==> src/design/ibaf_pkg.sv <==
package ibaf_pkg;

  // Sizes of the palette and of the coordinate fields.
  localparam int PALETTE_ENTRIES = 256;
  localparam int IDX_BITS        = 8;
  localparam int RAM_ABITS       = (PALETTE_ENTRIES > 1) ? $clog2(PALETTE_ENTRIES) : 1;
  localparam int COORD_BITS      = 12;
  // Clip compares run signed, wide enough for a coordinate and for left + width.
  localparam int CMP_BITS        = ((COORD_BITS > 13) ? COORD_BITS : 13) + 1;

  // Palette entry layout: visible flag over red, green, blue.
  localparam int ENTRY_BITS = 25;

  // Full-scale opacity.
  localparam logic [7:0] FULL_SCALE = 8'hff;

  // Configuration register widths.
  localparam int CFG_IDX_BITS  = 3;
  localparam int CFG_DATA_BITS = 24;

  // Item commands.
  typedef enum logic [1:0] {
    CMD_LOAD = 2'd0,
    CMD_BLIT = 2'd1,
    CMD_FILL = 2'd2
  } cmd_t;

  // Configuration register indexes.
  typedef enum logic [CFG_IDX_BITS-1:0] {
    REG_CLIP_LEFT   = 3'd0,
    REG_CLIP_TOP    = 3'd1,
    REG_CLIP_WIDTH  = 3'd2,
    REG_CLIP_HEIGHT = 3'd3,
    REG_KEY_INDEX   = 3'd4,
    REG_FILL_ALPHA  = 3'd5,
    REG_FILL_RGB    = 3'd6
  } cfg_reg_t;

  // Current configuration as seen by the datapath.
  typedef struct packed {
    logic [10:0] clip_left;
    logic [10:0] clip_top;
    logic [11:0] clip_width;
    logic [11:0] clip_height;
    logic [8:0]  key_index;
    logic [7:0]  fill_alpha;
    logic [23:0] fill_rgb;
  } cfg_t;

endpackage

==> src/design/ibaf_cfg.sv <==
module ibaf_cfg (
  input  logic                               clk,
  input  logic                               rst_n,
  input  logic                               wr_en,
  input  logic [ibaf_pkg::CFG_IDX_BITS-1:0]  wr_index,
  input  logic [ibaf_pkg::CFG_DATA_BITS-1:0] wr_data,
  output ibaf_pkg::cfg_t                     cfg
);

  ibaf_pkg::cfg_t cfg_r;

  // Register file, each register keeps only its own width.
  always_ff @(posedge clk) begin
    if (!rst_n) begin
      cfg_r.clip_left   <= 11'd0;
      cfg_r.clip_top    <= 11'd0;
      cfg_r.clip_width  <= 12'd2048;
      cfg_r.clip_height <= 12'd2048;
      cfg_r.key_index   <= 9'd256;
      cfg_r.fill_alpha  <= 8'd0;
      cfg_r.fill_rgb    <= 24'd0;
    end else if (wr_en) begin
      case (ibaf_pkg::cfg_reg_t'(wr_index))
        ibaf_pkg::REG_CLIP_LEFT:   cfg_r.clip_left   <= wr_data[10:0];
        ibaf_pkg::REG_CLIP_TOP:    cfg_r.clip_top    <= wr_data[10:0];
        ibaf_pkg::REG_CLIP_WIDTH:  cfg_r.clip_width  <= wr_data[11:0];
        ibaf_pkg::REG_CLIP_HEIGHT: cfg_r.clip_height <= wr_data[11:0];
        ibaf_pkg::REG_KEY_INDEX:   cfg_r.key_index   <= wr_data[8:0];
        ibaf_pkg::REG_FILL_ALPHA:  cfg_r.fill_alpha  <= wr_data[7:0];
        ibaf_pkg::REG_FILL_RGB:    cfg_r.fill_rgb    <= wr_data[23:0];
        default: ;
      endcase
    end
  end

  assign cfg = cfg_r;

endmodule

==> config.mk <==
export PLATFORM = sky130hd
export DESIGN_NAME = ibaf_cfg
export DESIGN_NICKNAME = d
export VERILOG_FILES = /design/src/design/ibaf_pkg.sv /design/src/design/ibaf_cfg.sv
export SDC_FILE = /design/constraint.sdc
export NUM_CORES = 1
export LEC_CHECK = 0
export BUFFER_PORTS_ARGS = -buffer_cell sky130_fd_sc_hd__clkbuf_2
export CAP_MARGIN = 20
export CORE_MARGIN = 10
export CORE_UTILIZATION = 35
export CTS_CLUSTER_DIAMETER = 50
export DETAILED_ROUTE_END_ITERATION = 7
export GPL_ROUTABILITY_DRIVEN = 0
export SYNTH_ARGS = -nofsm -noshare
export SYNTH_HDL_FRONTEND = slang
export SYNTH_SLANG_ARGS = --single-unit
==> constraint.sdc <==
create_clock -name clk -period 1.3 [get_ports clk]
set_input_delay 0.13 -clock clk [delete_from_list [all_inputs] [get_ports clk]]
set_output_delay 0.13 -clock clk [all_outputs]
set_load 0.01 [all_outputs]
# --- Yosys cells after proc, flatten, opt, wreduce, memory -nomap -nowiden ---
# Cells that the tools add are included.
word_totals:
  ff_bits: 87
  input_bits: 30
  output_inout_bits: 87
  wordCells: 21
classes:
  n_eq_ne: 6
  n_reduce_logical: 8
op_table:
  columns: ["op", "count"]
  rows:
  - ["2-bit AND reduction", 7]
  - ["3-bit == test (second input constant)", 3]
  - ["3-bit by 2-bit == test with 1-bit output (second input constant)", 2]
  - ["3-bit by 1-bit == test with 1-bit output (second input constant)", 1]
  - ["3-bit logical NOT", 1]

# --- Depth between registers and ports, before layout ---
# Gate-level depths: netlist (run 1).
depth:
  ltp_word: 2
  depth_mapped: 5
  ltp_nobuf: 2

# --- Least setup slack after synthesis (run 1) ---
# OpenSTA, ideal clock, no wires.
synth_path:
  path_kind: "input-to-reg"
  from: "input wr_index[0] in the netlist's numbering"
  to: "register cfg_r, in the netlist cfg[77]"
  setup_ps: 124
  t_arrival_ps: 935
  required_time_ps: 1176
  setup_slack_ps: 241
  stages: 3
  n_path_buf: 1
  path_cell_list: "or4b_4 -> buf_6 -> mux2i_1"
synth_via:
  elab_chain_cells: 2
synth_rtl:
  columns: ["element", "line_no", "source"]
  rows:
  - ["start, declared", "ibaf_cfg.sv:5", "input logic [ibaf_pkg::CFG_IDX_BITS-1:0] wr_index,"]
  - ["3-bit logical NOT", "ibaf_cfg.sv:23", "case (ibaf_pkg::cfg_reg_t'(wr_index))"]
  - ["2-bit AND reduction (no source line)", null, null]
  - ["end, declared", "ibaf_cfg.sv:10", "ibaf_pkg::cfg_t cfg_r;"]
# No other way between the ends.
# A chain may end at the register's enable or synchronous reset.

# --- Final worst setup path (run 1) ---
layout_path:
  from: "register cfg_r, in the netlist cfg[28]"
  to: "output cfg[28] in the netlist's numbering"
layout_lines:
  columns: ["element", "line_no", "source"]
  rows:
  - ["end, declared", "ibaf_cfg.sv:7", "output ibaf_pkg::cfg_t cfg"]
# No word-level cell between the ends.

==> out/results.md, run 1 <==
| Item | Value | Unit |
|:---|:---|:---|
| Status | finished, final reports clean | - |
| Number of sinks on the clock net | 87 | - |
| Fraction of layout instances using a drive strength above 1 | 0.337 | - |
| Crit. End Element | output port | - |
| Count of input and output buffers | 116 | - |
| Number of placement rows | 35 | - |
| Diodes inserted | 0 | - |
| Worst setup skew after layout | 0 | ns |
| Cell type with the largest total area after synthesis | dfxtp_1 | - |
| Via Count | 2566 | - |
| Met1 capacity usage during global routing | 0.158 | - |
| IO Count | 117 | - |
| Worst path cell trace | clkbuf_2 | - |
| Count of cell types in the netlist | 13 | - |
| Post-synth top area share | 0.537 | - |
| Global-route wire length before repair | 14000 | µm |
| Average instance area after synthesis | 10.2 | µm² |
| Most utilized layer in the global route result | met2 | - |
| Slew at the pin with the worst max-slew slack | 0.333 | ns |
| Root buffer cell | clkbuf_8 | - |
| Final Hold Viols | 0 | - |
| Max_slew headroom | 0.777 | - |
| Via count of the first global-routing pass | 2681 | - |
| Number of detailed-routing iterations run before antenna repair | 4 | - |
| Count of state elements after synthesis | 87 | - |
| Antenna violation net count after detailed routing | 0 | - |
| DRC marker count from the first detailed-route iteration | 73 | - |
| Min setup slack post-route | 0.317 | ns |
| Crit Path Max Fanout | 2 | - |
| Family of cells with the greatest summed delay on the critical path | flip-flops | - |
| Post-place setup slack | 0.0469 | ns |
| Required time of the worst setup path | 1.17 | ns |
| Pwr per Cell Area | 1260 | nW/µm² |
| Maximum clock frequency | 1020 | MHz |
| Detailed-route DRC error count | 0 | - |
| Post-route minimum period | 0.983 | ns |
| Die span in x | 116 | µm |
| Signed area change from the synthesized netlist to the final layout | 32.3 | % |
| Initial core utilization | 0.356 | - |
| Final HPWL DP | 6730 | µm |
| Number of buffers and inverters on the critical path | 1 | - |
| Area of the mapped netlist | 3240 | µm² |
| Nets | 468 | - |
| Final routed wirelength across all metal layers | 8850 | µm |
| RSZ-0062 raised after global routing | no | - |
| Latest clock arrival within the worst-skew pair | 0.33 | ns |
| Critical path data arrival time | 0.85 | ns |
| Total setup violations reported at the end of the flow | 0 | - |
| Gr usage total | 0.132 | - |
| CTS Buf Count | 9 | - |
| Largest net degree at the start of global routing | 36 | - |
| Via/cell ratio | 4.64 | - |
| Leakage power summed over all cells | 0.00215 | µW |
| Setup slack, reg-to-reg | 0.66 | ns |
| Flip-flop count of the largest register, all copies and words added | 87 | - |
| Category of the worst setup path launch point | flip-flop | - |
| Die Ht | 116 | µm |
| Peak per-stage delay on the critical path | 0.36 | ns |
| Area of the core | 9110 | µm² |
| Clock edge transition at the registers on the reported setup and hold paths | 0.09 | ns |
| Average routed wire per standard cell | 16.0 | µm |
| GRT Residual Overflow | 0 | - |
| Synth top area cells | dfxtp_1 (54%), mux2i_1 (27%), nand2_1 (13%), buf_2 (1.4%), clkbuf_1 (1.3%) | - |
| Synthesized netlist cell count | 317 | - |
| Max IR drop VDD | 0.000479 | V |
| WS Path Type | reg2out | - |
| Area taken by multi-input logic gates | 1390 | µm² |
| CTS max path bufs | 2 | - |
| Synth Net Count | 347 | - |
| Met2 Resource Use GR | 0.218 | - |
| Number of antenna violations at the first check in global routing | 0 | - |
| Share of the clock period used by the worst path | 0.756 | - |
| CTS tree | built | - |
| Fill cell count | 900 | - |
| Total design power | 5420 | µW |
| GRT met3 Usage | 0.0442 | - |
| Post-synthesis sequential area ratio | 0.537 | - |
| Max Transition Viols Final | 0 | - |
| Number of synthesis warnings | 0 | - |
| Class of the tightest hold or removal check | in2reg | - |
| Full die area | 13500 | µm² |
| Register cell area after layout | 1740 | µm² |
| Maxcap violations | 0 | - |
| Total placed instance area | 4030 | µm² |
| Fin Setup TNS | 0 | ns |
| Slowest library cell on the worst path | dfxtp_1 | - |
| CTS HTree Levels | 3 | - |
| Finished layout cell area | 4290 | µm² |
[what timing repair did]
action | in CTS | in global routing
buffers inserted | 0 | 0
hold buffers | 1 | 0
gates resized for setup | 0 | 0
endpoints found under the hold margin | 1 | 0
[per-stage QoR]
step / hold slack, ns / utilization / std cells
floorplan: 0.272 / - / 317
global placement: 0.360 / 0.443 / 537
detailed placement: 0.373 / 0.443 / 537
CTS: 0.000650 / 0.471 / 553
global route: 0.0219 / 0.471 / 553
finish: 0.0139 / 0.471 / 553
[path summary, 6_finish.rpt]
kind	startpoint	endpoint	cells after the start
max	cfg[28]	cfg[28]	1
min	wr_data[16]	cfg[16]	3
max reg2reg	cfg[28]	cfg[28]	2
min reg2reg	cfg[17]	cfg[17]	2
[cells by family after synthesis]
group,synth area share
buffers and inverters,0.0324
AND/OR/NAND/NOR,0.161
multiplexers,0.269
flip-flops,0.537
[cell usage after synthesis, drive strengths merged]
cell type,number
mux2i,87
and4b,1
nand4bb,1
nand4b,3
nand2,108
or4b,1
nor2b,5
and4bb,2
dfxtp,87
buf,11
clkbuf,11
[layer usage]
layer | routed length [µm] | vias to the layer above
met3 | 673 | 6
met2 | 4250 | 67
li1 | - | 1288
met1 | 3870 | 1205
met5 | 0 | -
met4 | 55 | 0
[layout by cell type (no fill, tap or decap), drive strengths merged]
master and count:
nor2b 5, and4bb 2, nand4b 3, clkinvlp 1, or4b 1, clkinv 1, clkbuf 125, dlygate4sd3 1
and4b 1, nand4bb 1, nand2 108, mux2i 87, buf 16, bufinv 3, dfxtp 87
[area by class of cell]
cell class                 count  area share
clock inverter                 5      0.0248
clock buffer                  10      0.0321
tap                          111      0.0324
multi-input combinational    208       0.325
timing repair buffer         132       0.179
sequential                    87       0.406
[report_power, final]
part           switching [µW]  total (µW)  internal [µW]
combinational             238         418            180
clock                     929        2250           1320
sequential               31.4        2750           2720
total                    1200        5420           4220
No activity file was read; power rests on OpenSTA's default activity.
==> run 2, diff against run 1 <==
Clock period 1.3 ns to 0.9 ns, I/O delays scaled along.
==> run 2 against run 1 <==
Global-route usage increased by 0.41 points. Critical endpoint is now cfg[34]. Count of clock-buffer cells in the layout increased by 1. Critical path type unchanged. Hold slack gained 0.052 ns. Cell area up 24%. Critical path depth unchanged. Clock skew unchanged. Largest cell class unchanged. Sequential power is 46% higher.
==> out/results.md, run 2 (synthesis gave the netlist of run 1 again) <==
| Item | Value | Unit | vs previous |
|:---|:---|:---|:---|
| CTS HTree Levels | 3 | - | unchanged |
| Max_slew headroom | 0.745 | - | -0.0327 |
| Count of input and output buffers | 116 | - | unchanged |
| Post-route minimum period | 0.899 | ns |  |
| Gr usage total | 0.137 | - | +0.00408 |
| Category of the worst setup path launch point | flip-flop | - |  |
| Latest clock arrival within the worst-skew pair | 0.35 | ns | +0.02 ns |
| Die span in x | 116 | µm | unchanged |
| Max Transition Viols Final | 0 | - | unchanged |
| Required time of the worst setup path | 0.81 | ns | -0.36 ns |
| Flip-flop count of the largest register, all copies and words added | 87 | - | unchanged |
| Class of the tightest hold or removal check | in2reg | - |  |
| Number of placement rows | 35 | - | unchanged |
| Final HPWL DP | 6710 | µm | -0.41% |
| Via count of the first global-routing pass | 2741 | - | +2.2% |
| CTS tree | built | - |  |
| Pwr per Cell Area | 1510 | nW/µm² | +20% |
| Average routed wire per standard cell | 16.7 | µm | +4.6% |
| Area of the core | 9110 | µm² | unchanged |
| Via Count | 2751 | - | +7.2% |
| Root buffer cell | clkbuf_8 | - |  |
| Maximum clock frequency | 1110 | MHz |  |
| Maxcap violations | 0 | - | unchanged |
| Detailed-route DRC error count | 0 | - | unchanged |
| Final routed wirelength across all metal layers | 9870 | µm | +12% |
| Signed area change from the synthesized netlist to the final layout | 64.4 | % |  |
| Family of cells with the greatest summed delay on the critical path | flip-flops | - |  |
| Fraction of layout instances using a drive strength above 1 | 0.541 | - | +0.204 |
| GRT Residual Overflow | 0 | - | unchanged |
| CTS max path bufs | 2 | - | unchanged |
| Highest-count cells in the layout ignoring fill and taps | nand2_1 (108), mux2i_1 (87), dfxtp_2 (87) | - |  |
| Share of the clock period used by the worst path | 0.999 | - |  |
| Number of antenna violations at the first check in global routing | 0 | - | unchanged |
| Crit Path Max Fanout | 2 | - | unchanged |
| Max IR drop VDD | 0.000891 | V | +86% |
| Global-route wire length before repair | 14400 | µm | +3.1% |
| Die Ht | 116 | µm | unchanged |
| Highest Signal Layer | met4 | - |  |
| Initial core utilization | 0.356 | - | unchanged |
| Peak per-stage delay on the critical path | 0.35 | ns | about the same |
| Slowest library cell on the worst path | dfxtp_2 | - |  |
| IO Count | 117 | - | unchanged |
| Total setup violations reported at the end of the flow | 0 | - | unchanged |
| Final cell count without fillers | 590 | - | +6.7% |
| CTS Buf Count | 9 | - | unchanged |
| DRC marker count from the first detailed-route iteration | 126 | - | +73% |
| Number of detailed-routing iterations run before antenna repair | 6 | - | +2 |
| Number of cells after detailed placement | 542 | - | +0.93% |
| Register cell area after layout | 1850 | µm² | +6.2% |
| Fill cell count | 759 | - | -16% |
| Worst setup skew after layout | 0 | ns | unchanged |
| M1 WL | 4220 | µm | +9.2% |
| Final Hold Viols | 0 | - | unchanged |
| Smallest hold slack | 0.0659 | ns | +0.0520 ns |
| RSZ-0062 raised after global routing | yes | - |  |
| Largest net degree at the start of global routing | 21 | - | -42% |
| Worst path cell trace | buf_6 | - |  |
| Most common cell after layout, fill and taps aside | nand2_1 | - |  |
| Setup slack, reg-to-reg | 0.10 | ns | -0.56 ns |
| WS Path Type | reg2out | - |  |
| Length of routed met3 wiring | 680 | µm | +1.0% |
| Area taken by multi-input logic gates | 1390 | µm² | unchanged |
| Clock edge transition at the registers on the reported setup and hold paths | 0.09 | ns | about the same |
| Slew at the pin with the worst max-slew slack | 0.382 | ns | +0.0489 ns |
| Full die area | 13500 | µm² | unchanged |
| Status | finished, final reports clean | - |  |
| Nets | 504 | - | +7.7% |
| Leakage power summed over all cells | 0.00253 | µW | +18% |
| Number of sinks on the clock net | 87 | - | unchanged |
| Antenna violation net count after detailed routing | 0 | - | unchanged |
| Diodes inserted | 0 | - | unchanged |
| Via/cell ratio | 4.66 | - | +0.49% |
| Crit. End Element | output port | - |  |
| Met2 Wirelength | 4850 | µm | +14% |
| Critical path data arrival time | 0.81 | ns | -0.04 ns |
| Number of buffers and inverters on the critical path | 1 | - | unchanged |
run 2: final cells by class:
cell class                      count  area share
Tap cell                          111      0.0261
Clock buffer                       11      0.0247
Clock inverter                      5      0.0200
Multi-Input combinational cell    208       0.262
Timing Repair Buffer              168       0.320
Sequential cell                    87       0.347
run 2: report_power, final:
part / leakage, µW / internal, µW / switching (µW)
logic: 0.00168 / 454 / 378
clock network: 0.000114 / 1850 / 1370
registers: 0.000744 / 3950 / 63.7
total: 0.00253 / 6250 / 1820
run 2: worst paths after layout:
| path | startpoint | end | cells after the start |
|---|---|---|---|
| hold reg to reg | cfg[12] | cfg[12] | 2 |
| setup reg to reg | cfg[26] | cfg[26] | 4 |
| setup / recovery | cfg[34] | cfg[34] | 1 |
| hold / removal | wr_data[8] | cfg[40] | 3 |
run 2: metrics by stage:
step            util  setup slack, ns  area, µm²  TNS [ns]  total power (µW)
2_1_floorplan      -           -0.119       3250     -1.18              4380
3_3_place_gp   0.455           -0.247       4150    -11.15              4720
3_5_place_dp   0.455           -0.268       4150    -12.19              4730
4_1_cts        0.519          -0.0436       4730     -2.37              8040
5_1_grt        0.585          -0.0529       5330     -2.17              8380
6_report       0.585         0.000720       5330         0              8070
run 2: routing by layer:
metal | GRT usage | vias up
li1 | - | 1361
met1 | 0.166 | 1305
met2 | 0.219 | 75
met3 | 0.0437 | 10
met4 | 0.0534 | 0
met5 | 0 | -
run 2: timing repair:
item	in CTS	in global routing
endpoints found under the setup margin	87	87
pin swaps	0	0
hold endpoints to repair	13	0
hold buffers	13	0
gates resized for setup	92	172
setup buffers	8	11
