## config.mk

```make
export PLATFORM = sky130hd
export DESIGN_NAME = ibaf_ram
export DESIGN_NICKNAME = d
export VERILOG_FILES = /design/src/design/ibaf_ram.sv
export SDC_FILE = /design/constraint.sdc
export NUM_CORES = 1
export LEC_CHECK = 0
export BUFFER_PORTS_ARGS = -buffer_cell sky130_fd_sc_hd__buf_2
export CORE_MARGIN = 3
export CORE_UTILIZATION = 61
export CTS_CLUSTER_DIAMETER = 50
export DETAILED_ROUTE_END_ITERATION = 7
export PLACE_DENSITY = 0.88
export RECOVER_POWER = 50
export SLEW_MARGIN = 20
export SYNTH_ARGS = -nofsm -noshare
export SYNTH_HDL_FRONTEND = slang
export SYNTH_SLANG_ARGS = --single-unit
```

## constraint.sdc

```tcl
create_clock -name clk -period 4.7 [get_ports clk]
set_clock_uncertainty 0.05 [all_clocks]
set_input_delay 0.235 -clock clk [delete_from_list [all_inputs] [get_ports clk]]
set_output_delay 0.235 -clock clk [all_outputs]
set_load 0.02 [all_outputs]
```

## src/design/ibaf_ram.sv

```systemverilog
// Generic simple dual-port RAM: one write port, one read port, registered read.
module ibaf_ram #(
  parameter int WIDTH = 8,
  parameter int DEPTH = 16
) (
  input  logic                             clk,
  input  logic                             wr_en,
  input  logic [$clog2(DEPTH > 1 ? DEPTH : 2)-1:0] wr_addr,
  input  logic [WIDTH-1:0]                 wr_data,
  input  logic                             rd_en,
  input  logic [$clog2(DEPTH > 1 ? DEPTH : 2)-1:0] rd_addr,
  output logic [WIDTH-1:0]                 rd_data
);

  logic [WIDTH-1:0] mem [DEPTH];

  always_ff @(posedge clk) begin
    if (wr_en) begin
      mem[wr_addr] <= wr_data;
    end
    if (rd_en) begin
      rd_data <= mem[rd_addr];
    end
  end

endmodule

```

-- Word level (Yosys, flattened, before mapping)
Memory sizes are Yosys's and may differ from the RTL's. A register that Yosys moved wholly into a read port is not among the register bits.
Cells that the tools add are included.
- register bits after elaboration: 0
- bits in writable memories: 128
- input bits: 19
- output and inout bits: 8
- logic and storage cells: 3
- memories: 1
- multiplexer cells: 2
- memory list (memory ; words ; width ; rd ports ; clocked after memory_dff ; wr ports ; line ; RTL):
    mem ; 16 ; 8 ; 1 ; 1 ; 1 ; 15 ; logic [WIDTH-1:0] mem [DEPTH];
- operator list (kind ; number):
    1-bit two-way mux ; 2

-- Logic depth before layout (Yosys ltp)
Gate-level depths: netlist (run 1).
- word-level depth: 2
- mapped depth: 5
- gate-level depth less buffers: 3

-- Worst setup path after synthesis (run 1)
No wires, ideal clock.
- path type: input to register
- from: input port wr_addr[2] (netlist bit)
- to: memory mem[0][0] (enable)
- library setup time: 0.383 ns
- data arrival time: 1.345 ns
- required time: 4.267 ns
- path slack: 2.922 ns
- cell stages on the path: 2
- path buffers: 0
- cells stage by stage: or3b_2 nor3_1
- RTL lines (element ; line ; RTL):
    start, declared ; 8 ; input logic [$clog2(DEPTH > 1 ? DEPTH : 2)-1:0] wr_addr,
    end, declared ; 15 ;
No word-level cell before the write port.

==> results of run 1 <==
[final cells by class]
class | instances | share of cell area [%]
Clock buffer | 18 | 7.038
Clock inverter | 13 | 1.896
Multi-Input combinational cell | 83 | 17.97
Sequential cell | 136 | 68.77
Tap cell | 105 | 2.212
Timing Repair Buffer | 27 | 2.107
[power by group through the flow]
| stage | Combinational, mW | Clock (mW) | Sequential, mW |
|---|---|---|---|
| floorplan | 0.0690 | 0 | 1.40 |
| global placement | 0.117 | 0 | 1.40 |
| detailed placement | 0.123 | 0 | 1.40 |
| CTS | 0.126 | 1.21 | 1.38 |
| global route | 0.132 | 1.25 | 1.38 |
| finish | 0.123 | 1.20 | 1.38 |
[synthesized netlist by cell type]
library cell,n
nor2b_1,1
mux4_2,18
edfxtp_1,136
mux4_1,14
buf_2,3
buf_6,3
or3b_2,1
nor3_1,4
and2b_1,1
nand2b_1,2
clkdlybuf4s25_2,3
nand3b_1,2
and2_1,1
nor2_1,13
a22oi_1,16
buf_4,1
nand3_1,1
nand2_1,9
[logic make-up (layout without fill, tap and decap cells)]
logic type	after synthesis	in the layout	share of synthesized area [%]
AOI/OAI and AO/OA	16	16	2.298
and+or+nand+nor	35	35	3.136
DFF	136	136	78.12
muxes	32	32	14.79
buffers and inverters	10	58	1.651
[sequential cells by signal, summed over array words and instances (netlist names)]
register	flops
rd_data	8
mem	128
[cells in the final DEF (no fill, tap or decap), types with 3 or more instances in the layout]
master / instances
edfxtp_1: 136
nor2_1: 13
clkbuf_1: 11
clkinv_1: 6
clkinv_2: 3
buf_2: 16
clkbuf_16: 16
nand2_1: 9
mux4_1: 14
a22oi_1: 16
mux4_2: 18
[worst max path at each step]
stage / start / to / slack (ps) / cells after the start
floorplan: wr_addr[2] / mem[0][0] / 2920 / 2
global placement: rd_addr[0] / rd_data[1] / 2340 / 4
detailed placement: rd_addr[0] / rd_data[2] / 2310 / 4
CTS: rd_addr[0] / rd_data[2] / 2820 / 4
global route: rd_addr[0] / rd_data[2] / 2730 / 4
finish: rd_addr[0] / rd_data[2] / 2850 / 4
[layer usage]
metal / vias to the layer above / part of all wire (%)
met1: 1274 / 40
li1: 1052 / -
met2: 189 / 48
met4: 0 / 2.0
met5: - / 0
met3: 20 / 9.5
[through the flow]
step | instance area [um2] | utilization (%) | hold slack, ps
2_1_floorplan | 5228 | - | 283.9
3_3_place_gp | 5420 | 65.64 | 563.7
3_5_place_dp | 5425 | 65.70 | 575.1
4_1_cts | 5956 | 72.12 | 34.11
5_1_grt | 5938 | 71.91 | 199.8
6_report | 5938 | 71.91 | 193.3
==> results by group, run 1 <==
STA
  • Slew HR: 20.47%
  • Final Hold Viols: 0
  • RSZ-0062 raised after global routing: false
  • Max-slew violation count: 0
  • Final worst path period need: 1849 ps
  • Final period utilization: 39.34%
  • Final setup viols: 0
  • Final setup TNS: 0 ps
  • Worst slew pin tran: 1184 ps
  • Fin worst setup slack: 2851 ps
  • Fmax: 540.9 MHz

Layout
  • Non-filler instance count after layout: 382
  • Fillers: 476
  • Footprint of the multi-input gates: 1067 um2
  • Layout cells sized above 1: 22.38%
  • Sequential Area: 4084 um2
  • Layout Nets: 284
  • Area Overhead vs Synth: 13.60%
  • Antenna diodes: 0

Synth
  • Cell variety after synth: 18
  • Cell Area, Synth: 5228 um2
  • Syn Nets: 248
  • Warnings, synthesis: 0
  • Post-synth top area share: 78.12%
  • Mean Syn Cell Area: 22.83 um2
  • Largest cells by area after synthesis: edfxtp_1 78%, mux4_2 7.8%, mux4_1 7.0%, a22oi_1 2.3%, nor2_1 0.93%
  • Flops & latches, synth: 136
  • Seq/Total Area, Yosys: 78.12%
  • Synth area leader: edfxtp_1
  • Post-Syn Instances: 229

Setup path
  • Worst endpoint required time: 4910 ps
  • Critical path type: input port to flip-flop
  • Top delay family on crit path: buffers and inverters
  • RR Startpoint: mem[1][2]
  • CP Launch Type: input port
  • Endpoint type of the worst setup path: flip-flop
  • Reg2reg path depth: 3
  • CP max stage cell: buf_2
  • Reg2Reg Setup Slack: 3100 ps
  • Critical-path cell list: buf_2 -> mux4_1 -> a22oi_1 -> nand2_1
  • Critical path buffers and inverters: 1
  • CP max FO: 32
  • Reg2reg end: rd_data[2]
  • Max incr delay on CP: 770 ps
  • Crit path DAT: 2060 ps

Clock tree
  • Post-CTS Setup Bufs: 0
  • CTS Buf Count: 17
  • Deepest clock path buffer count: 2
  • Worst-Skew Late Latency: 520 ps
  • Post_cts resized: 0
  • Root Buffer: clkbuf_8
  • CTS Hold Bufs: 0
  • Clock-pin slew of the registers on the worst-case setup and hold paths: 60 ps
  • Sink Count: 136
  • CTS tree: built
  • H-tree depth: 4

Power
  • Total Power: 2.700 mW
  • Psw: 550.1 uW
  • Max VDD drop: 0.0002980 V
  • Gate power share: 4.6%
  • P_leak: 1.944 nW
  • Pwr dens: 454.6 nW/um2
  • Power Internal: 2.150 mW
  • Flop pwr share: 51.0%
  • Net Sw Frac: 20.38%
  • Clk pwr share: 44.4%

Drt
  • DR iter-0 viols: 339
  • Vias per cell: 6.636
  • Routed len/inst: 27.56 um
  • Total number of vias: 2535
  • Post-route ant nets: 0
  • DRC: 0
  • 1st-pass router iterations: 5
  • Drt total wl: 10530 um

GRT
  • Met1 Use GR: 33.84%
  • Total gr overflow: 0
  • Grt met3 use: 7.148%
  • Initial antenna violation count: 0
  • Grt met2 use: 34.63%
  • GRT Total Usage: 23.60%
  • Top Usage Layer GRT: met2
  • Vias in the first global route: 2581
  • Largest net degree at the start of global routing: 33
  • First-pass GRT wire length: 16040 um

Hold path
  • Worst hold stages: 1
  • HP Start: rd_en
  • Worst min path class: input port to flip-flop
  • Hold endpoint: rd_data[7]

Run status
  • Status: completed

Floorplan
  • Core area: 8258 um2
  • Die ar.: 9716 um2
  • Die span in x: 98.57 um
  • Row count: 33
  • Die Ht: 98.57 um
  • I/O pin count: 27
  • Initial core utilization: 63.30%

Placed design
  • Place WS: 2308 ps
  • Final HPWL DP: 5964 um
  • DP Cell Count: 351
  • Final RePlAce weighted congestion: 0.7750
  • I/O Buffers: 26

Flow run
  • Max-Cap Viols: 0
(Power assumes the default switching activity.)
==> run 2: changes to the inputs <==
--- a/config.mk
+++ b/config.mk
@@ -7,10 +7,10 @@
 export LEC_CHECK = 0
 export BUFFER_PORTS_ARGS = -buffer_cell sky130_fd_sc_hd__buf_2
 export CORE_MARGIN = 3
-export CORE_UTILIZATION = 61
+export CORE_UTILIZATION = 54
 export CTS_CLUSTER_DIAMETER = 50
 export DETAILED_ROUTE_END_ITERATION = 7
-export PLACE_DENSITY = 0.88
+export PLACE_DENSITY = 0.83
 export RECOVER_POWER = 50
 export SLEW_MARGIN = 20
 export SYNTH_ARGS = -nofsm -noshare
==> constraint.sdc (replaced) <==
create_clock -name clk -period 1.6 [get_ports clk]
set_clock_uncertainty 0.05 [all_clocks]
set_input_delay 0.08 -clock clk [delete_from_list [all_inputs] [get_ports clk]]
set_output_delay 0.08 -clock clk [all_outputs]
set_load 0.02 [all_outputs]
==> results by group, run 2 (same netlist as run 1, synthesis figures left out) <==
Power
  • Total Power: 8.121 mW (+200%)
  • Pwr dens: 1290 nW/um2 (+180%)
  • P_leak: 2.108 nW (+8.4%)
  • Max VDD drop: 0.0006503 V (+120%)

Clock tree
  • Deepest clock path buffer count: 2 (unchanged)
  • Post-CTS Setup Bufs: 0 (unchanged)
  • Root Buffer: clkbuf_8
  • CTS tree: built
  • Clock-pin slew of the registers on the worst-case setup and hold paths: 60 ps (about the same)
  • H-tree depth: 4 (unchanged)
  • Sink Count: 136 (unchanged)
  • Worst-Skew Late Latency: 520 ps (about the same)
  • CTS Buf Count: 17 (unchanged)

GRT
  • Total gr overflow: 0 (unchanged)
  • Largest net degree at the start of global routing: 20 (-39%)
  • Vias in the first global route: 2679 (+3.8%)
  • GRT Total Usage: 21.00% (-2.6 points)
  • Initial antenna violation count: 0 (unchanged)
  • First-pass GRT wire length: 16220 um (+1.1%)

Floorplan
  • Initial core utilization: 56.04% (-7.3 points)
  • I/O pin count: 27 (unchanged)
  • Die span in x: 104.4 um (+5.9%)
  • Row count: 35 (+6.1%)
  • Core area: 9328 um2 (+13%)
  • Die ar.: 10900 um2 (+12%)
  • Die Ht: 104.4 um (+5.9%)

Drt
  • 1st-pass router iterations: 4 (-1)
  • Post-route ant nets: 0 (unchanged)
  • Routed len/inst: 23.87 um (-13%)
  • DR iter-0 viols: 239 (-29%)
  • Total number of vias: 2592 (+2.2%)
  • DRC: 0 (unchanged)
  • Vias per cell: 5.918 (-11%)
  • Drt total wl: 10460 um (-0.68%)

STA
  • Hold slack: 76.99 ps (-116.3 ps)
  • Final Hold Viols: 0 (unchanged)
  • Final period utilization: 97.27%
  • Worst slew pin tran: 678.4 ps (-505.4 ps)
  • Slew HR: 54.77% (+34 points)
  • Final setup viols: 0 (unchanged)
  • Final setup TNS: 0 ps (unchanged)
  • Final worst path period need: 1556 ps
  • RSZ-0062 raised after global routing: false
  • Fmax: 642.6 MHz
  • Fin worst setup slack: 43.74 ps (-2807 ps)
  • Max-slew violation count: 0 (unchanged)

Layout
  • Max reg flops: 128 (unchanged)
  • Commonest non-fill, non-tap cell in the layout: edfxtp_1
  • Top reg by flops: mem
  • Commonest cells after routing, fill and taps aside: 136 x edfxtp_1, 19 x buf_2, 18 x mux4_2
  • Fillers: 572 (+20%)
  • Area Overhead vs Synth: 20.44%
  • Largest regs: mem (128), rd_data (8)
  • Layout cells sized above 1: 28.16% (+5.8 points)
  • Antenna diodes: 0 (unchanged)
  • Layout Nets: 316 (+11%)

Run status
  • Status: completed

Setup path
  • CP max FO: 1 (-97%)
  • Crit path DAT: 1770 ps (-290 ps)
  • CP Launch Type: flip-flop
  • Critical path type: flip-flop to flip-flop
  • Worst endpoint required time: 1820 ps (-3090 ps)
  • Endpoint type of the worst setup path: flip-flop

Placed design
  • Final RePlAce weighted congestion: 0.7384 (-4.7%)
  • Final HPWL DP: 6138 um (+2.9%)
  • I/O Buffers: 26 (unchanged)
  • Place WS: -129.7 ps (-2438 ps)

Hold path
  • Worst min path class: input port to flip-flop

Flow run
  • Max-Cap Viols: 0 (unchanged)
[run 2: cell count changes in the layout (fill, tap and decap cells not counted), sizes merged]
cell,change
dlygate4sd3,+9
clkinvlp,+1
clkinv,-2
inv,+2
buf,+18
clkbuf,+4
[run 2: repair_timing]
| action | in CTS | in global routing |
|---|---|---|
| hold buffers | 9 | 0 |
| endpoints found under the setup margin | 0 | 2 |
| endpoints found under the hold margin | 136 | 0 |
| resized for setup | 0 | 2 |
[run 2: cell type report]
cell class | count | area [um2] | area share, %
Clock inverter | 14 | 152.6 | 2.424
Tap cell | 129 | 161.4 | 2.564
Clock buffer | 17 | 414.1 | 6.578
Sequential cell | 136 | 4084 | 64.86
Timing Repair Buffer | 59 | 411.6 | 6.538
Multi-Input combinational cell | 83 | 1072 | 17.03
[run 2: power by group]
part | leakage (nW) | internal (mW) | total, mW | switching, mW
clock | 0.268 | 2.22 | 3.66 | 1.45
combinational | 0.603 | 0.182 | 0.415 | 0.234
sequential | 1.24 | 4.02 | 4.04 | 0.0250
[run 2: metal layers]
| layer | share of wire [%] | GRT usage (%) | routed length, um |
|---|---|---|---|
| met3 | 6.8 | 6.083 | 711 |
| met4 | 1.4 | 7.882 | 144 |
| met2 | 50 | 32.52 | 5227 |
| met5 | 0 | 0 | 0 |
| met1 | 42 | 28.70 | 4373 |
[run 2: worst max-delay path, stage by stage (launching register included)]
cell and delay, ps:
edfxtp_1 390, mux4_1 570, a22oi_1 230, nand2_1 80
[run 2: through the flow]
stage	cells	area, um2	utilization (%)
finish	438	6296	67.50
global route	438	6296	67.50
CTS	438	6325	67.81
detailed placement	398	5668	60.76
global placement	398	5668	60.76
floorplan	229	5233	-
[run 2: path summary, 6_finish.rpt]
path / from / end / slack, ps / depth (start not counted)
max: mem[5][1] / rd_data[1] / 40 / 3
min: wr_addr[1] / mem[0][6] / 80 / 3
min reg2reg: mem[6][3] / rd_data[3] / 700 / 3
max reg2reg: mem[5][1] / rd_data[1] / 40 / 3
==> run 3: changes to the inputs <==
--- a/config.mk
+++ b/config.mk
@@ -7,10 +7,10 @@
 export LEC_CHECK = 0
 export BUFFER_PORTS_ARGS = -buffer_cell sky130_fd_sc_hd__buf_2
 export CORE_MARGIN = 3
-export CORE_UTILIZATION = 54
+export CORE_UTILIZATION = 61
 export CTS_CLUSTER_DIAMETER = 50
 export DETAILED_ROUTE_END_ITERATION = 7
-export PLACE_DENSITY = 0.83
+export PLACE_DENSITY = 0.88
 export RECOVER_POWER = 50
 export SLEW_MARGIN = 20
 export SYNTH_ARGS = -nofsm -noshare
==> constraint.sdc (replaced) <==
create_clock -name clk -period 2 [get_ports clk]
set_clock_uncertainty 0.05 [all_clocks]
set_input_delay 0.1 -clock clk [delete_from_list [all_inputs] [get_ports clk]]
set_output_delay 0.1 -clock clk [all_outputs]
set_load 0.02 [all_outputs]
==> results by group, run 3 (same netlist as run 1, synthesis figures left out) <==
GRT
  • GRT Total Usage: 24.94% (+3.9 points)
  • First-pass GRT wire length: 16840 um (+3.8%)
  • Total gr overflow: 0 (unchanged)
  • Vias in the first global route: 2767 (+3.3%)
  • Grt met3 use: 8.422% (+2.3 points)
  • Largest net degree at the start of global routing: 21 (+5.0%)
  • Grt met2 use: 38.79% (+6.3 points)
  • Met1 Use GR: 33.39% (+4.7 points)
  • Initial antenna violation count: 0 (unchanged)
  • Top Usage Layer GRT: met2

Clock tree
  • H-tree depth: 4 (unchanged)
  • Sink Count: 136 (unchanged)
  • Deepest clock path buffer count: 2 (unchanged)
  • Worst-Skew Late Latency: 520 ps (about the same)
  • CTS Buf Count: 17 (unchanged)
  • Clock-pin slew of the registers on the worst-case setup and hold paths: 60 ps (about the same)
  • CTS tree: built
  • Post_cts resized: 0 (unchanged)
  • Root Buffer: clkbuf_8

Drt
  • Vias per cell: 6.450 (+9.0%)
  • Post-route ant nets: 0 (unchanged)
  • DR iter-0 viols: 298 (+25%)
  • Routed len/inst: 26.72 um (+12%)
  • Total number of vias: 2696 (+4.0%)
  • 1st-pass router iterations: 5 (+1)
  • Drt total wl: 11170 um (+6.8%)
  • DRC: 0 (unchanged)

Hold path
  • HP Start: wr_addr[1]
  • Hold endpoint: mem[4][2]
  • Worst min path class: input port to flip-flop
  • Worst hold stages: 3 (unchanged)

Placed design
  • Place WS: 276.4 ps (+406.1 ps)
  • Final RePlAce weighted congestion: 0.7734 (+4.7%)
  • I/O Buffers: 26 (unchanged)
  • Final HPWL DP: 6458 um (+5.2%)
  • DP Cell Count: 377 (-5.3%)

STA
  • Worst slew pin tran: 725.9 ps (+47.48 ps)
  • Fin worst setup slack: 355.1 ps (+311.3 ps)
  • Fmax: 607.9 MHz (-5.4%)
  • Final setup TNS: 0 ps (unchanged)
  • Final setup viols: 0 (unchanged)
  • Max-slew violation count: 0 (unchanged)
  • Slew HR: 51.61% (-3.2 points)
  • Final period utilization: 82.25% (-15 points)
  • Final Hold Viols: 0 (unchanged)
  • RSZ-0062 raised after global routing: false
  • Final worst path period need: 1645 ps (+88.67 ps)

Layout
  • Non-filler instance count after layout: 418 (-4.6%)
  • Largest regs: mem (128), rd_data (8)
  • Commonest cells after routing, fill and taps aside: 136 x edfxtp_1, 19 x clkbuf_1, 18 x mux4_2
  • Layout cells sized above 1: 26.84% (-1.3 points)
  • Top reg by flops: mem
  • Max reg flops: 128 (unchanged)
  • Antenna diodes: 0 (unchanged)
  • Commonest non-fill, non-tap cell in the layout: edfxtp_1
  • Layout Nets: 319 (+0.95%)
  • Area Overhead vs Synth: 19.22%

Floorplan
  • I/O pin count: 27 (unchanged)
  • Initial core utilization: 63.30% (+7.3 points)
  • Die span in x: 98.57 um (-5.6%)
  • Row count: 33 (-5.7%)
  • Die ar.: 9716 um2 (-11%)
  • Core area: 8258 um2 (-11%)
  • Die Ht: 98.57 um (-5.6%)

Setup path
  • CP max FO: 1 (unchanged)
  • Crit path DAT: 1850 ps (+80 ps)
  • RR Startpoint: mem[1][2]
  • CP Launch Type: flip-flop
  • Worst endpoint required time: 2200 ps (+380 ps)
  • Endpoint type of the worst setup path: flip-flop
  • Reg2reg end: rd_data[2]
  • Reg2Reg Setup Slack: 360 ps (+310 ps)
  • Worst setup path startpoint: mem[1][2]
  • Critical path type: flip-flop to flip-flop
  • Reg2reg path depth: 3 (unchanged)

Power
  • Pwr dens: 1034 nW/um2 (-20%)
  • P_leak: 2.101 nW (-0.30%)
  • Max VDD drop: 0.0007553 V (+16%)

Flow run
  • Max-Cap Viols: 0 (unchanged)

Run status
  • Status: completed
==> run 3: cell count changes in the layout (fill, tap and decap cells not counted) <==
cell / before / now
clkinv_4: 5 / 2
buf_4: 12 / 17
nor3_2: 1 / 0
a22oi_2: 2 / 0
nor3_1: 3 / 4
inv_6: 2 / 0
a22oi_1: 14 / 16
clkinv_2: 1 / 4
clkinvlp_4: 3 / 4
buf_2: 19 / 17
buf_12: 4 / 2
clkbuf_1: 15 / 19
==> run 3: critical path, stage by stage (launching register included) <==
cell and delay (ps):
edfxtp_1 380, mux4_1 530, a22oi_1 290, nand2_1 130
==> run 3: per-stage QoR <==
stage,instance area (um2),hold WS [ps],power [mW],utilization (%)
2_1_floorplan,5228,148.9,3.463,-
3_3_place_gp,5630,421.0,3.583,68.18
3_5_place_dp,5630,420.5,3.600,68.18
4_1_cts,6274,70.30,6.485,75.97
5_1_grt,6232,94.92,6.633,75.47
6_report,6232,100.1,6.443,75.47
==> run 3: worst max-delay path by stage <==
stage / end / slack [ps] / cells after the start
2_1_floorplan: mem[0][0] / 360 / 2
3_3_place_gp: rd_data[2] / 290 / 5
3_5_place_dp: rd_data[0] / 280 / 5
4_1_cts: rd_data[3] / 350 / 3
5_1_grt: rd_data[2] / 280 / 3
6_report: rd_data[2] / 360 / 3
==> run 3: report_power, final <==
part / internal (mW) / switching (mW)
combinational: 0.138 / 0.192
clock: 1.76 / 1.12
sequential: 3.21 / 0.0193
==> run 3: routing by layer <==
metal | vias to the layer above | wire length [um]
met3 | 29 | 901
met4 | 0 | 344
met5 | - | 0
met2 | 165 | 5609
li1 | 1126 | -
met1 | 1376 | 4314
==> run 3: area by class of cell <==
cell class              instances  area, um2
well taps                     105      131.4
clock inverters                13      131.4
repair buffers                 62      406.6
multi-input cells              83       1057
fillers                       438       2026
clock buffers                  19      421.7
flip-flops and latches        136       4084
==> run 3: timing repair <==
| action | 4_1_cts | 5_1_grt |
|---|---|---|
| endpoints found under the setup margin | 0 | 0 |
| hold endpoints to repair | 136 | 0 |
| hold buffers | 9 | 0 |
| setup buffers | 0 | 0 |
